## config.mk

```make
export PLATFORM = sky130hd
export DESIGN_NAME = audio_activity_range_detector
export DESIGN_NICKNAME = d
export VERILOG_FILES = /design/src/hdl/aard_pkg.sv /design/src/hdl/aard_fifo.sv /design/src/hdl/aard_front.sv /design/src/hdl/aard_conv.sv /design/src/hdl/aard_back.sv /design/src/hdl/audio_activity_range_detector.sv
export SDC_FILE = /design/constraint.sdc
export NUM_CORES = 2
export LEC_CHECK = 0
export ABC_AREA = 1
export BUFFER_PORTS_ARGS = -buffer_cell sky130_fd_sc_hd__buf_2
export CORE_MARGIN = 2
export CORE_UTILIZATION = 40
export CTS_CLUSTER_SIZE = 28
export DETAILED_ROUTE_END_ITERATION = 10
export PLACE_DENSITY_LB_ADDON = 0.25
export SLEW_MARGIN = 20
export SYNTH_ARGS = -nofsm -noshare
export SYNTH_HDL_FRONTEND = slang
export SYNTH_SLANG_ARGS = --single-unit
```

## constraint.sdc

```tcl
create_clock -name i_clk -period 19.1 [get_ports i_clk]
set_clock_uncertainty 0.2 [all_clocks]
set_input_delay 1.91 -clock i_clk [delete_from_list [all_inputs] [get_ports i_clk]]
set_output_delay 1.91 -clock i_clk [all_outputs]
set_load 0.02 [all_outputs]
```

## src/hdl/aard_pkg.sv

```systemverilog
// shared types and constants of the audio activity range detector
package aard_pkg;

    localparam int TIMELINE_BITS = 36;
    localparam int TIME_BITS     = 48;
    localparam int SAMPLE_W      = 16;
    localparam int THR_W         = 16;
    localparam int GAP_W         = 27;
    localparam int RATE_W        = 19;
    localparam int CFG_IDX_W     = 2;
    localparam int CFG_DATA_W    = 27;

    // frame numbers handed to the converter carry one more bit (start plus length)
    localparam int FRAME_W = TIMELINE_BITS + 1;

    // twice the number of 100 ns units in one second
    localparam int                  HNS2_W       = 25;
    localparam logic [HNS2_W-1:0]   HNS2_PER_SEC = 25'd20000000;

    localparam logic [TIMELINE_BITS-1:0] FRAME_MAX = '1;
    localparam logic [TIME_BITS-1:0]     TIME_MAX  = '1;

    localparam logic [CFG_IDX_W-1:0] CFG_THRESHOLD   = 2'd0;
    localparam logic [CFG_IDX_W-1:0] CFG_MERGE_GAP   = 2'd1;
    localparam logic [CFG_IDX_W-1:0] CFG_SAMPLE_RATE = 2'd2;

    localparam logic FUNC_FLUSH = 1'b1;

    localparam logic [THR_W-1:0]  THRESHOLD_RESET   = 16'd512;
    localparam logic [GAP_W-1:0]  MERGE_GAP_RESET   = 27'd500000;
    localparam logic [RATE_W-1:0] SAMPLE_RATE_RESET = 19'd48000;

    typedef struct packed {
        logic                       func;
        logic signed [SAMPLE_W-1:0] sample;
        logic [TIMELINE_BITS-1:0]   frame_index;
        logic                       frame_end;
        logic                       packet_end;
    } t_in_item;

    typedef struct packed {
        logic [TIME_BITS-1:0] range_start_hns;
        logic [TIME_BITS-1:0] range_duration_hns;
    } t_out_item;

    // command from the front end to the back end
    typedef struct packed {
        logic                     is_flush;
        logic [TIMELINE_BITS-1:0] start_frame;
        logic [TIMELINE_BITS-1:0] run_length;
    } t_cmd;

    typedef struct packed {
        logic               start;
        logic [FRAME_W-1:0] frames;
    } t_conv_req;

    typedef struct packed {
        logic                 done;
        logic [TIME_BITS-1:0] hns;
    } t_conv_rsp;

endpackage

```

## src/hdl/aard_fifo.sv

```systemverilog
// small command queue between the front end and the back end
module aard_fifo #(
    parameter int DEPTH = 4
) (
    input  logic          i_clk,
    input  logic          i_rst_n,
    input  logic          i_push,
    input  aard_pkg::t_cmd i_data,
    output logic          o_full,
    input  logic          i_pop,
    output logic          o_empty,
    output aard_pkg::t_cmd o_data
);

    localparam int PTR_W = (DEPTH > 1) ? $clog2(DEPTH) : 1;
    localparam int CNT_W = $clog2(DEPTH + 1);

    aard_pkg::t_cmd    r_mem [DEPTH];
    logic [PTR_W-1:0]  r_wr_ptr;
    logic [PTR_W-1:0]  r_rd_ptr;
    logic [CNT_W-1:0]  r_count;

    assign o_full  = (r_count == CNT_W'(DEPTH));
    assign o_empty = (r_count == '0);
    assign o_data  = r_mem[r_rd_ptr];

    always_ff @(posedge i_clk) begin
        if (!i_rst_n) begin
            r_wr_ptr <= '0;
            r_rd_ptr <= '0;
            r_count  <= '0;
        end else begin
            if (i_push) begin
                r_wr_ptr <= (r_wr_ptr == PTR_W'(DEPTH - 1)) ? '0 : r_wr_ptr + 1'b1;
            end
            if (i_pop) begin
                r_rd_ptr <= (r_rd_ptr == PTR_W'(DEPTH - 1)) ? '0 : r_rd_ptr + 1'b1;
            end
            if (i_push && !i_pop) begin
                r_count <= r_count + 1'b1;
            end else if (!i_push && i_pop) begin
                r_count <= r_count - 1'b1;
            end
        end
    end

    always_ff @(posedge i_clk) begin
        if (i_push) begin
            r_mem[r_wr_ptr] <= i_data;
        end
    end

endmodule

```

## src/hdl/aard_front.sv

```systemverilog
// front end: sample magnitude check, frame audibility and run tracking
module aard_front (
    input  logic                          i_clk,
    input  logic                          i_rst_n,
    input  logic                          i_valid,
    input  aard_pkg::t_in_item            i_item,
    output logic                          o_stall,
    input  logic [aard_pkg::THR_W-1:0]    i_threshold,
    input  logic                          i_queue_full,
    output logic                          o_push,
    output aard_pkg::t_cmd                o_cmd
);

    localparam int TL = aard_pkg::TIMELINE_BITS;

    logic          r_frame_audible;
    logic          r_in_run;
    logic [TL-1:0] r_run_start;
    logic [TL-1:0] r_run_length;

    logic                            accept;
    logic                            is_flush;
    logic [aard_pkg::SAMPLE_W-1:0]   raw;
    logic [aard_pkg::SAMPLE_W:0]     mag;
    logic                            audible;
    logic [TL-1:0]                   run_len_next;
    logic [TL-1:0]                   run_start_next;
    logic                            close_quiet;
    logic                            close_pkt;
    logic                            close;

    always_comb begin
        accept   = i_valid && !i_queue_full;
        is_flush = (i_item.func == aard_pkg::FUNC_FLUSH);
        raw      = $unsigned(i_item.sample);
        mag      = raw[aard_pkg::SAMPLE_W-1]
                 ? (17'h10000 - {1'b0, raw})
                 : {1'b0, raw};
        audible  = r_frame_audible || (mag >= {1'b0, i_threshold});

        if (!r_in_run) begin
            run_len_next   = TL'(1);
            run_start_next = i_item.frame_index;
        end else begin
            run_len_next   = (r_run_length == aard_pkg::FRAME_MAX)
                           ? r_run_length : r_run_length + 1'b1;
            run_start_next = r_run_start;
        end

        // a quiet frame closes the open run without itself
        close_quiet = !audible && r_in_run;
        close_pkt   = audible && i_item.packet_end;
        close       = i_item.frame_end && (close_quiet || close_pkt);

        o_stall = i_queue_full;
        o_push  = accept && (is_flush || close);

        o_cmd.is_flush    = is_flush;
        o_cmd.start_frame = close_quiet ? r_run_start  : run_start_next;
        o_cmd.run_length  = close_quiet ? r_run_length : run_len_next;
    end

    always_ff @(posedge i_clk) begin
        if (!i_rst_n) begin
            r_frame_audible <= 1'b0;
            r_in_run        <= 1'b0;
            r_run_start     <= '0;
            r_run_length    <= '0;
        end else if (accept && !is_flush) begin
            if (!i_item.frame_end) begin
                r_frame_audible <= audible;
            end else begin
                r_frame_audible <= 1'b0;
                if (close) begin
                    r_in_run     <= 1'b0;
                    r_run_length <= '0;
                end else if (audible) begin
                    r_in_run     <= 1'b1;
                    r_run_start  <= run_start_next;
                    r_run_length <= run_len_next;
                end
            end
        end
    end

endmodule

```

## src/hdl/aard_conv.sv

```systemverilog
// frame number to 100 ns time: split multiply, then bit-serial rounding division
module aard_conv (
    input  logic                          i_clk,
    input  logic                          i_rst_n,
    input  aard_pkg::t_conv_req           i_req,
    input  logic [aard_pkg::RATE_W-1:0]   i_rate,
    output aard_pkg::t_conv_rsp           o_rsp
);

    localparam int FW    = aard_pkg::FRAME_W;
    localparam int KW    = aard_pkg::HNS2_W;
    localparam int TB    = aard_pkg::TIME_BITS;
    localparam int LO_W  = (FW + 1) / 2;
    localparam int HI_W  = FW - LO_W;
    localparam int NUM_W = FW + KW;
    localparam int REM_W = aard_pkg::RATE_W + 1;
    localparam int CNT_W = $clog2(NUM_W + 1);

    typedef enum logic [2:0] {
        C_IDLE,
        C_MUL,
        C_ADD,
        C_DIV,
        C_SAT
    } t_conv_state;

    t_conv_state          r_state;
    logic [FW-1:0]        r_f;
    logic [LO_W+KW-1:0]   r_pl;
    logic [HI_W+KW-1:0]   r_ph;
    logic [NUM_W-1:0]     r_num;
    logic [NUM_W-1:0]     r_quo;
    logic [REM_W-1:0]     r_rem;
    logic [CNT_W-1:0]     r_cnt;
    logic                 r_done;
    logic [TB-1:0]        r_hns;

    logic [REM_W-1:0] divisor;
    logic [REM_W:0]   trial;
    logic [REM_W:0]   diff;
    logic             ge;

    // round to nearest: (2*f*10^7 + rate) / (2*rate)
    always_comb begin
        divisor = {i_rate, 1'b0};
        trial   = {r_rem, r_num[NUM_W-1]};
        diff    = trial - {1'b0, divisor};
        ge      = (trial >= {1'b0, divisor});
    end

    assign o_rsp.done = r_done;
    assign o_rsp.hns  = r_hns;

    always_ff @(posedge i_clk) begin
        if (!i_rst_n) begin
            r_state <= C_IDLE;
            r_done  <= 1'b0;
            r_cnt   <= '0;
        end else begin
            r_done <= 1'b0;
            case (r_state)
                C_IDLE: begin
                    if (i_req.start) begin
                        if (i_rate == '0) begin
                            r_hns  <= '0;
                            r_done <= 1'b1;
                        end else begin
                            r_f     <= i_req.frames;
                            r_state <= C_MUL;
                        end
                    end
                end
                C_MUL: begin
                    r_pl    <= (LO_W+KW)'(r_f[LO_W-1:0]) * (LO_W+KW)'(aard_pkg::HNS2_PER_SEC);
                    r_ph    <= (HI_W+KW)'(r_f[FW-1:LO_W]) * (HI_W+KW)'(aard_pkg::HNS2_PER_SEC);
                    r_state <= C_ADD;
                end
                C_ADD: begin
                    r_num   <= (NUM_W'(r_ph) << LO_W) + NUM_W'(r_pl) + NUM_W'(i_rate);
                    r_rem   <= '0;
                    r_quo   <= '0;
                    r_cnt   <= CNT_W'(NUM_W);
                    r_state <= C_DIV;
                end
                C_DIV: begin
                    r_rem   <= ge ? diff[REM_W-1:0] : trial[REM_W-1:0];
                    r_quo   <= {r_quo[NUM_W-2:0], ge};
                    r_num   <= {r_num[NUM_W-2:0], 1'b0};
                    r_cnt   <= r_cnt - 1'b1;
                    if (r_cnt == CNT_W'(1)) begin
                        r_state <= C_SAT;
                    end
                end
                C_SAT: begin
                    r_hns   <= (|r_quo[NUM_W-1:TB]) ? aard_pkg::TIME_MAX : r_quo[TB-1:0];
                    r_done  <= 1'b1;
                    r_state <= C_IDLE;
                end
                default: begin
                    r_state <= C_IDLE;
                end
            endcase
        end
    end

endmodule

```

## src/hdl/aard_back.sv

```systemverilog
// back end: run to time range, merge with the pending range, result register
module aard_back (
    input  logic                          i_clk,
    input  logic                          i_rst_n,
    input  logic                          i_empty,
    input  aard_pkg::t_cmd                i_cmd,
    output logic                          o_pop,
    input  logic [aard_pkg::GAP_W-1:0]    i_gap,
    output aard_pkg::t_conv_req           o_conv_req,
    input  aard_pkg::t_conv_rsp           i_conv_rsp,
    output logic                          o_out_valid,
    output aard_pkg::t_out_item           o_out_item,
    input  logic                          i_out_stall
);

    localparam int TB = aard_pkg::TIME_BITS;
    localparam int FW = aard_pkg::FRAME_W;

    typedef enum logic [3:0] {
        B_IDLE,
        B_CONV_S,
        B_WAIT_S,
        B_CONV_E,
        B_WAIT_E,
        B_PREP,
        B_DECIDE,
        B_APPLY,
        B_FLUSH
    } t_back_state;

    t_back_state          r_state;
    aard_pkg::t_cmd       r_cmd;
    logic [TB-1:0]        r_s;
    logic [TB-1:0]        r_e;
    logic [TB-1:0]        r_d;
    logic [TB:0]          r_pend_end;
    logic [TB:0]          r_new_end;
    logic                 r_merge;
    logic                 r_pend_valid;
    logic [TB-1:0]        r_pend_start;
    logic [TB-1:0]        r_pend_dur;
    logic                 r_out_valid;
    aard_pkg::t_out_item  r_out_item;

    logic          out_free;
    logic          out_load;
    logic [TB-1:0] d_calc;
    logic [TB+1:0] merge_lim;
    logic [TB:0]   s_plus_d;
    logic [TB:0]   merged_dur;
    logic [TB-1:0] merged_sat;

    always_comb begin
        out_free  = !r_out_valid || !i_out_stall;
        // the pending range leaves on a flush or when a new range does not merge
        out_load  = r_pend_valid && out_free &&
                    (((r_state == B_APPLY) && !r_merge) || (r_state == B_FLUSH));
        d_calc    = (r_e > r_s) ? (r_e - r_s) : TB'(1);
        merge_lim = (TB+2)'(r_pend_end) + (TB+2)'(i_gap);
        s_plus_d  = (TB+1)'(r_s) + (TB+1)'(r_d);
        merged_dur = r_new_end - (TB+1)'(r_pend_start);
        if (merged_dur == '0) begin
            merged_sat = TB'(1);
        end else if (merged_dur[TB]) begin
            merged_sat = aard_pkg::TIME_MAX;
        end else begin
            merged_sat = merged_dur[TB-1:0];
        end

        o_pop = (r_state == B_IDLE) && !i_empty;
        o_conv_req.start  = (r_state == B_CONV_S) || (r_state == B_CONV_E);
        o_conv_req.frames = (r_state == B_CONV_S)
                          ? FW'(r_cmd.start_frame)
                          : FW'(r_cmd.start_frame) + FW'(r_cmd.run_length);
    end

    assign o_out_valid = r_out_valid;
    assign o_out_item  = r_out_item;

    always_ff @(posedge i_clk) begin
        if (!i_rst_n) begin
            r_state      <= B_IDLE;
            r_pend_valid <= 1'b0;
            r_pend_start <= '0;
            r_pend_dur   <= '0;
            r_out_valid  <= 1'b0;
        end else begin
            if (out_load) begin
                r_out_valid <= 1'b1;
            end else if (r_out_valid && !i_out_stall) begin
                r_out_valid <= 1'b0;
            end
            case (r_state)
                B_IDLE: begin
                    if (!i_empty) begin
                        r_cmd   <= i_cmd;
                        r_state <= i_cmd.is_flush ? B_FLUSH : B_CONV_S;
                    end
                end
                B_CONV_S: begin
                    r_state <= B_WAIT_S;
                end
                B_WAIT_S: begin
                    if (i_conv_rsp.done) begin
                        r_s     <= i_conv_rsp.hns;
                        r_state <= B_CONV_E;
                    end
                end
                B_CONV_E: begin
                    r_state <= B_WAIT_E;
                end
                B_WAIT_E: begin
                    if (i_conv_rsp.done) begin
                        r_e     <= i_conv_rsp.hns;
                        r_state <= B_PREP;
                    end
                end
                B_PREP: begin
                    r_d        <= d_calc;
                    r_pend_end <= (TB+1)'(r_pend_start) + (TB+1)'(r_pend_dur);
                    r_state    <= B_DECIDE;
                end
                B_DECIDE: begin
                    r_merge   <= r_pend_valid && ((TB+2)'(r_s) <= merge_lim);
                    r_new_end <= (s_plus_d > r_pend_end) ? s_plus_d : r_pend_end;
                    r_state   <= B_APPLY;
                end
                B_APPLY: begin
                    if (r_merge) begin
                        r_pend_dur <= merged_sat;
                        r_state    <= B_IDLE;
                    end else if (!r_pend_valid || out_free) begin
                        // push the old pending range out, the new one takes its place
                        if (r_pend_valid) begin
                            r_out_item.range_start_hns    <= r_pend_start;
                            r_out_item.range_duration_hns <= r_pend_dur;
                        end
                        r_pend_valid <= 1'b1;
                        r_pend_start <= r_s;
                        r_pend_dur   <= r_d;
                        r_state      <= B_IDLE;
                    end
                end
                B_FLUSH: begin
                    if (!r_pend_valid) begin
                        r_state <= B_IDLE;
                    end else if (out_free) begin
                        r_out_item.range_start_hns    <= r_pend_start;
                        r_out_item.range_duration_hns <= r_pend_dur;
                        r_pend_valid                  <= 1'b0;
                        r_pend_start                  <= '0;
                        r_pend_dur                    <= '0;
                        r_state                       <= B_IDLE;
                    end
                end
                default: begin
                    r_state <= B_IDLE;
                end
            endcase
        end
    end

endmodule

```

## src/hdl/audio_activity_range_detector.sv

```systemverilog
// top level of the audio activity range detector
// PCM samples come in one channel per request, tagged with frame number and
// frame-end / packet-end marks; a frame is audible when any channel magnitude
// reaches the threshold, and runs of audible frames become time ranges in
// 100 ns units that merge across short gaps. The front end takes every
// request as it comes while the queue has room. A request that closes a
// run, and a flush, leave a command in a QUEUE_DEPTH-entry queue;
// the input stalls only while that queue is full. The back end works on one
// command at a time: a closed run takes two frame-to-time conversions through
// the bit-serial divider that yields one quotient bit per cycle, then a merge
// step; a flush skips the conversions. A result waits in an output register
// and holds the back end only when the next one is ready.
module audio_activity_range_detector #(
    parameter int QUEUE_DEPTH = 4
) (
    input  logic                              i_clk,
    input  logic                              i_rst_n,
    input  logic                              i_in_valid,
    output logic                              o_in_stall,
    input  aard_pkg::t_in_item                i_in_item,
    output logic                              o_out_valid,
    input  logic                              i_out_stall,
    output aard_pkg::t_out_item               o_out_item,
    input  logic                              i_cfg_valid,
    output logic                              o_cfg_ready,
    input  logic [aard_pkg::CFG_IDX_W-1:0]    i_cfg_index,
    input  logic [aard_pkg::CFG_DATA_W-1:0]   i_cfg_data
);

    logic [aard_pkg::THR_W-1:0]  r_threshold;
    logic [aard_pkg::GAP_W-1:0]  r_merge_gap;
    logic [aard_pkg::RATE_W-1:0] r_sample_rate;

    logic                 queue_full;
    logic                 queue_empty;
    logic                 push;
    logic                 pop;
    aard_pkg::t_cmd       push_cmd;
    aard_pkg::t_cmd       head_cmd;
    aard_pkg::t_conv_req  conv_req;
    aard_pkg::t_conv_rsp  conv_rsp;

    assign o_cfg_ready = 1'b1;

    always_ff @(posedge i_clk) begin
        if (!i_rst_n) begin
            r_threshold   <= aard_pkg::THRESHOLD_RESET;
            r_merge_gap   <= aard_pkg::MERGE_GAP_RESET;
            r_sample_rate <= aard_pkg::SAMPLE_RATE_RESET;
        end else if (i_cfg_valid && o_cfg_ready) begin
            case (i_cfg_index)
                aard_pkg::CFG_THRESHOLD: begin
                    r_threshold <= i_cfg_data[aard_pkg::THR_W-1:0];
                end
                aard_pkg::CFG_MERGE_GAP: begin
                    r_merge_gap <= i_cfg_data[aard_pkg::GAP_W-1:0];
                end
                aard_pkg::CFG_SAMPLE_RATE: begin
                    r_sample_rate <= i_cfg_data[aard_pkg::RATE_W-1:0];
                end
                default: begin
                end
            endcase
        end
    end

    aard_front u_front (
        .i_clk        (i_clk),
        .i_rst_n      (i_rst_n),
        .i_valid      (i_in_valid),
        .i_item       (i_in_item),
        .o_stall      (o_in_stall),
        .i_threshold  (r_threshold),
        .i_queue_full (queue_full),
        .o_push       (push),
        .o_cmd        (push_cmd)
    );

    aard_fifo #(
        .DEPTH (QUEUE_DEPTH)
    ) u_fifo (
        .i_clk   (i_clk),
        .i_rst_n (i_rst_n),
        .i_push  (push),
        .i_data  (push_cmd),
        .o_full  (queue_full),
        .i_pop   (pop),
        .o_empty (queue_empty),
        .o_data  (head_cmd)
    );

    aard_conv u_conv (
        .i_clk   (i_clk),
        .i_rst_n (i_rst_n),
        .i_req   (conv_req),
        .i_rate  (r_sample_rate),
        .o_rsp   (conv_rsp)
    );

    aard_back u_back (
        .i_clk       (i_clk),
        .i_rst_n     (i_rst_n),
        .i_empty     (queue_empty),
        .i_cmd       (head_cmd),
        .o_pop       (pop),
        .i_gap       (r_merge_gap),
        .o_conv_req  (conv_req),
        .i_conv_rsp  (conv_rsp),
        .o_out_valid (o_out_valid),
        .o_out_item  (o_out_item),
        .i_out_stall (i_out_stall)
    );

endmodule

```

==> flow_summary_export.csv <==
group,metric,value,unit
route,dr.pass1.iters,6,
pwr,power_switching,5870,uW
layout,drive_gt1_share,6.50,%
synth,synth_area,81800,um2
place,io_buffers,186,
synth,synth_edf_count,1003,
clocking,cts_hold_buf,0,
route,antenna_left,0,
synth,ys_ff_latch,1260,
route,wl_per_cell,21.7,um
setup_path,crit_type,"in -> reg",
timing,fin_setup_tns,0,ns
grt,grt_max_degree,145,
timing,rsz0062_at_grt,"false",
synth,synthesis.nets,10420,
clocking,cts_setup_buffers,0,
layout,fin_nets,10573,
clocking,cts.clk_slew.worst_paths,0.06,ns
floorplan,pin_count,188,
run_status,run_status,"complete, no violations",
pwr,p_per_area,153,nW/um2
route,drc_errors,0,
pwr,pwr-share-comb,51.4,%
pwr,swShare,42.5,%
synth,syn_inst,9395,
layout,fin_area,90500,um2
synth,synthArstFlopShare,0,%
setup_path,end_kind,"flop",
setup_path,critical_path.top_delay_family,"simple AND/OR/NAND/NOR gates",
min_path,hp-class,"reg -> reg",
pwr,max-vdd-ir-drop,0.000245,V
layout,synthToLayoutAreaGrowth,10.7,%
timing,fin_crit,7.17,ns
clocking,cts.path.max_buffers,3,
grt,grtUsageTotal,25.2,%
synth,avgSynthCellArea,8.70,um2
timing,worst_pin_slew,1.11,ns
clocking,cts_max_level,4,
clocking,clk_latency,0.82,ns
place,placed_cell_area,85600,um2
grt,grt_pass1_vias,63668,
clocking,cts_root_buf,"clkbuf_16",
timing,drv_slew,0,
grt,grt_antenna_before_repair,6,
setup_path,cpPeakStageDelay,0.84,ns
clocking,cts_resized,0,
setup_path,path_max_fanout,65,
synth,ys.flop_type,"edfxtp_1",
place,hpwl,213,mm
route,via_count,65766,
route,wirelength,268,mm
synth,yosysSeqAreaShare,43.1,%
grt,grt_pass1_wl,398,mm
timing,setup_viol,0,
setup_path,cp_num_buf_inv,5,
place,place.gp.congestion,0.999,
floorplan,placeableCoreArea,203000,um2
pwr,seq_power_share,28.0,%
clocking,cts_tree,"built",
setup_path,path_cells,"buf_2, inv_1, ha_1, inv_1, o41ai_1, nand2_1, nor2_1, o21ai_0, xor2_1, ha_1, nand2_1, nor4_1, nand4_1, nand4_1, nor2_2, inv_1, nand2_1, nand2_1, nand2_1, nand2_1, nand2_1, nor2_4, buf_4",
clocking,cts_buffers,141,
timing,fin_crit_sh,37.5,%
pwr,pwr-share-clk,20.6,%
floorplan,initial_core_util,40.3,%
timing,final-hold-violation-count,0,
run,max_cap_violations,0,
pwr,leakagePower,0.0391,uW
synth,ys.warnings.count,0,
route,vias_per_cell,5.33,
setup_path,cp_slowest_cell,"buf_4",
grt,gr-total-overflow,0,
pwr,p_int,7950,uW
setup_path,cp-start-kind,"primary input",
floorplan,rows,165,
timing,relSlewSlack,25.0,%
layout,final_core_util,44.7,%
floorplan,die_w,456,um
timing,clock.fmax,140,MHz
floorplan,die_area,208000,um2
setup_path,cp.arrival,7.40,ns
setup_path,critPathRequiredTime,19.34,ns
floorplan,die_y,456,um
clocking,numClockSinks,1260,
route,dr.first_iter.drc_count,5216,
setup_path,path_common_cell,"nand2_1",
synth,ys_types,77,
## state kept, by name, summed over array words and instances (netlist names), 49 cells and up, named ones only
| signal | cells |
|---|---|
| u_back.r_cmd | 72 |
| u_back.o_out_item | 96 |
| u_conv.r_num | 62 |
| u_conv.r_quo | 62 |
| u_back.r_pend_end | 49 |
| u_fifo.r_mem | 292 |
| u_back.r_new_end | 49 |
## power groups by stage
stage / registers [uW] / logic [uW] / clock network [uW]
2_1_floorplan: 3830 / 5350 / 0
3_3_place_gp: 3920 / 7020 / 0
3_5_place_dp: 3930 / 7080 / 0
4_1_cts: 3870 / 7150 / 2900
5_1_grt: 3890 / 8150 / 3000
6_report: 3870 / 7100 / 2840
## worst paths after layout
check	from	endpoint	slack [ns]	cells after the start
min reg2reg	u_conv.r_hns[13]$_SDFFCE_PN0P_	u_back.r_e[13]$_DFFE_PP_	0.23	0
min	u_conv.r_hns[13]$_SDFFCE_PN0P_	u_back.r_e[13]$_DFFE_PP_	0.23	0
max reg2reg	u_back.r_s[0]$_DFFE_PP_	u_back.r_new_end[39]$_DFFE_PP_	12.92	26
max	i_in_item[38]	u_fifo.r_mem[1][64]$_DFFE_PP_	11.93	23
## kinds of logic (layout without fill, tap and decap cells)
| logic type | after synthesis | count (layout) | synth area share [%] |
|---|---|---|---|
| buf+inv | 1710 | 1983 | 8.01 |
| other cells | 1 | 4 | 0.00459 |
| xor+xnor | 318 | 318 | 3.41 |
| fa+ha+maj | 936 | 936 | 15.9 |
| flops | 1260 | 1260 | 43.1 |
| compound gates | 1890 | 1890 | 13.0 |
| simple gates | 3280 | 3280 | 16.5 |
## synth_stat cells, types with 75 or more instances
| library cell | n | area [um2] |
|---|---|---|
| clkbuf_1 | 180 | 676 |
| o22ai_1 | 75 | 469 |
| dfxtp_1 | 257 | 5140 |
| xnor2_1 | 118 | 1030 |
| nor2_1 | 882 | 3310 |
| xor2_1 | 200 | 1750 |
| nand4_1 | 82 | 513 |
| nand3_1 | 242 | 1210 |
| edfxtp_1 | 1003 | 30100 |
| o21ai_0 | 681 | 3410 |
| inv_1 | 1467 | 5510 |
| a31oi_1 | 94 | 588 |
| nor3_1 | 81 | 405 |
| fa_1 | 175 | 3500 |
| nand2_1 | 1815 | 6810 |
| ha_1 | 761 | 9520 |
| a21oi_1 | 672 | 3360 |
## cells in the final DEF, fill, tap and decap left out, types with 22 or more instances in the layout
cell type / instances
o21a_1: 34
nand2_1: 1815
clkbuf_16: 143
inv_1: 1462
a21o_1: 43
buf_2: 185
o22ai_1: 75
xor2_1: 200
a211oi_1: 68
buf_4: 43
nand3_1: 241
nor2_4: 23
edfxtp_1: 1003
nor4_1: 48
a21oi_1: 670
fa_1: 175
o21ai_1: 61
a31oi_1: 94
dfxtp_1: 255
clkinv_2: 22
nor3_1: 77
o211ai_1: 27
o21ai_0: 680
or2_2: 37
ha_1: 761
clkbuf_1: 31
nor2_1: 871
xnor2_1: 118
a21oi_2: 24
nand4_1: 82
## metal layers
| metal | up-vias | track usage, % | routed length, um |
|---|---|---|---|
| met3 | 383 | 3.07 | 13200 |
| met5 | - | 0 | 0 |
| met4 | 0 | 10.2 | 11500 |
| met1 | 31667 | 33.0 | 116000 |
| met2 | 1852 | 42.4 | 127000 |
| li1 | 31864 | - | - |
## area by class of cell
cell class	count	area, um2
fill	19912	112000
multi-input combinational	6425	40100
sequential	1260	35300
inverter	1490	5600
clock buffer	190	3920
tap	2672	3340
timing repair buffer	230	1300
clock inverter	73	987
antenna	3	7.51
## metrics by stage
stage | total power (uW) | std cells | hold slack, ns | worst slack (ns)
5_1_grt | 15000 | 12342 | 0.250 | 11.51
4_1_cts | 13900 | 12340 | 0.238 | 11.89
3_5_place_dp | 11000 | 12077 | 0.230 | 11.01
6_report | 13800 | 12343 | 0.232 | 11.93
3_3_place_gp | 10900 | 12076 | 0.222 | 10.94
2_1_floorplan | 9180 | 9395 | 0.221 | 6.48
Power figures use the tool's default switching activity.
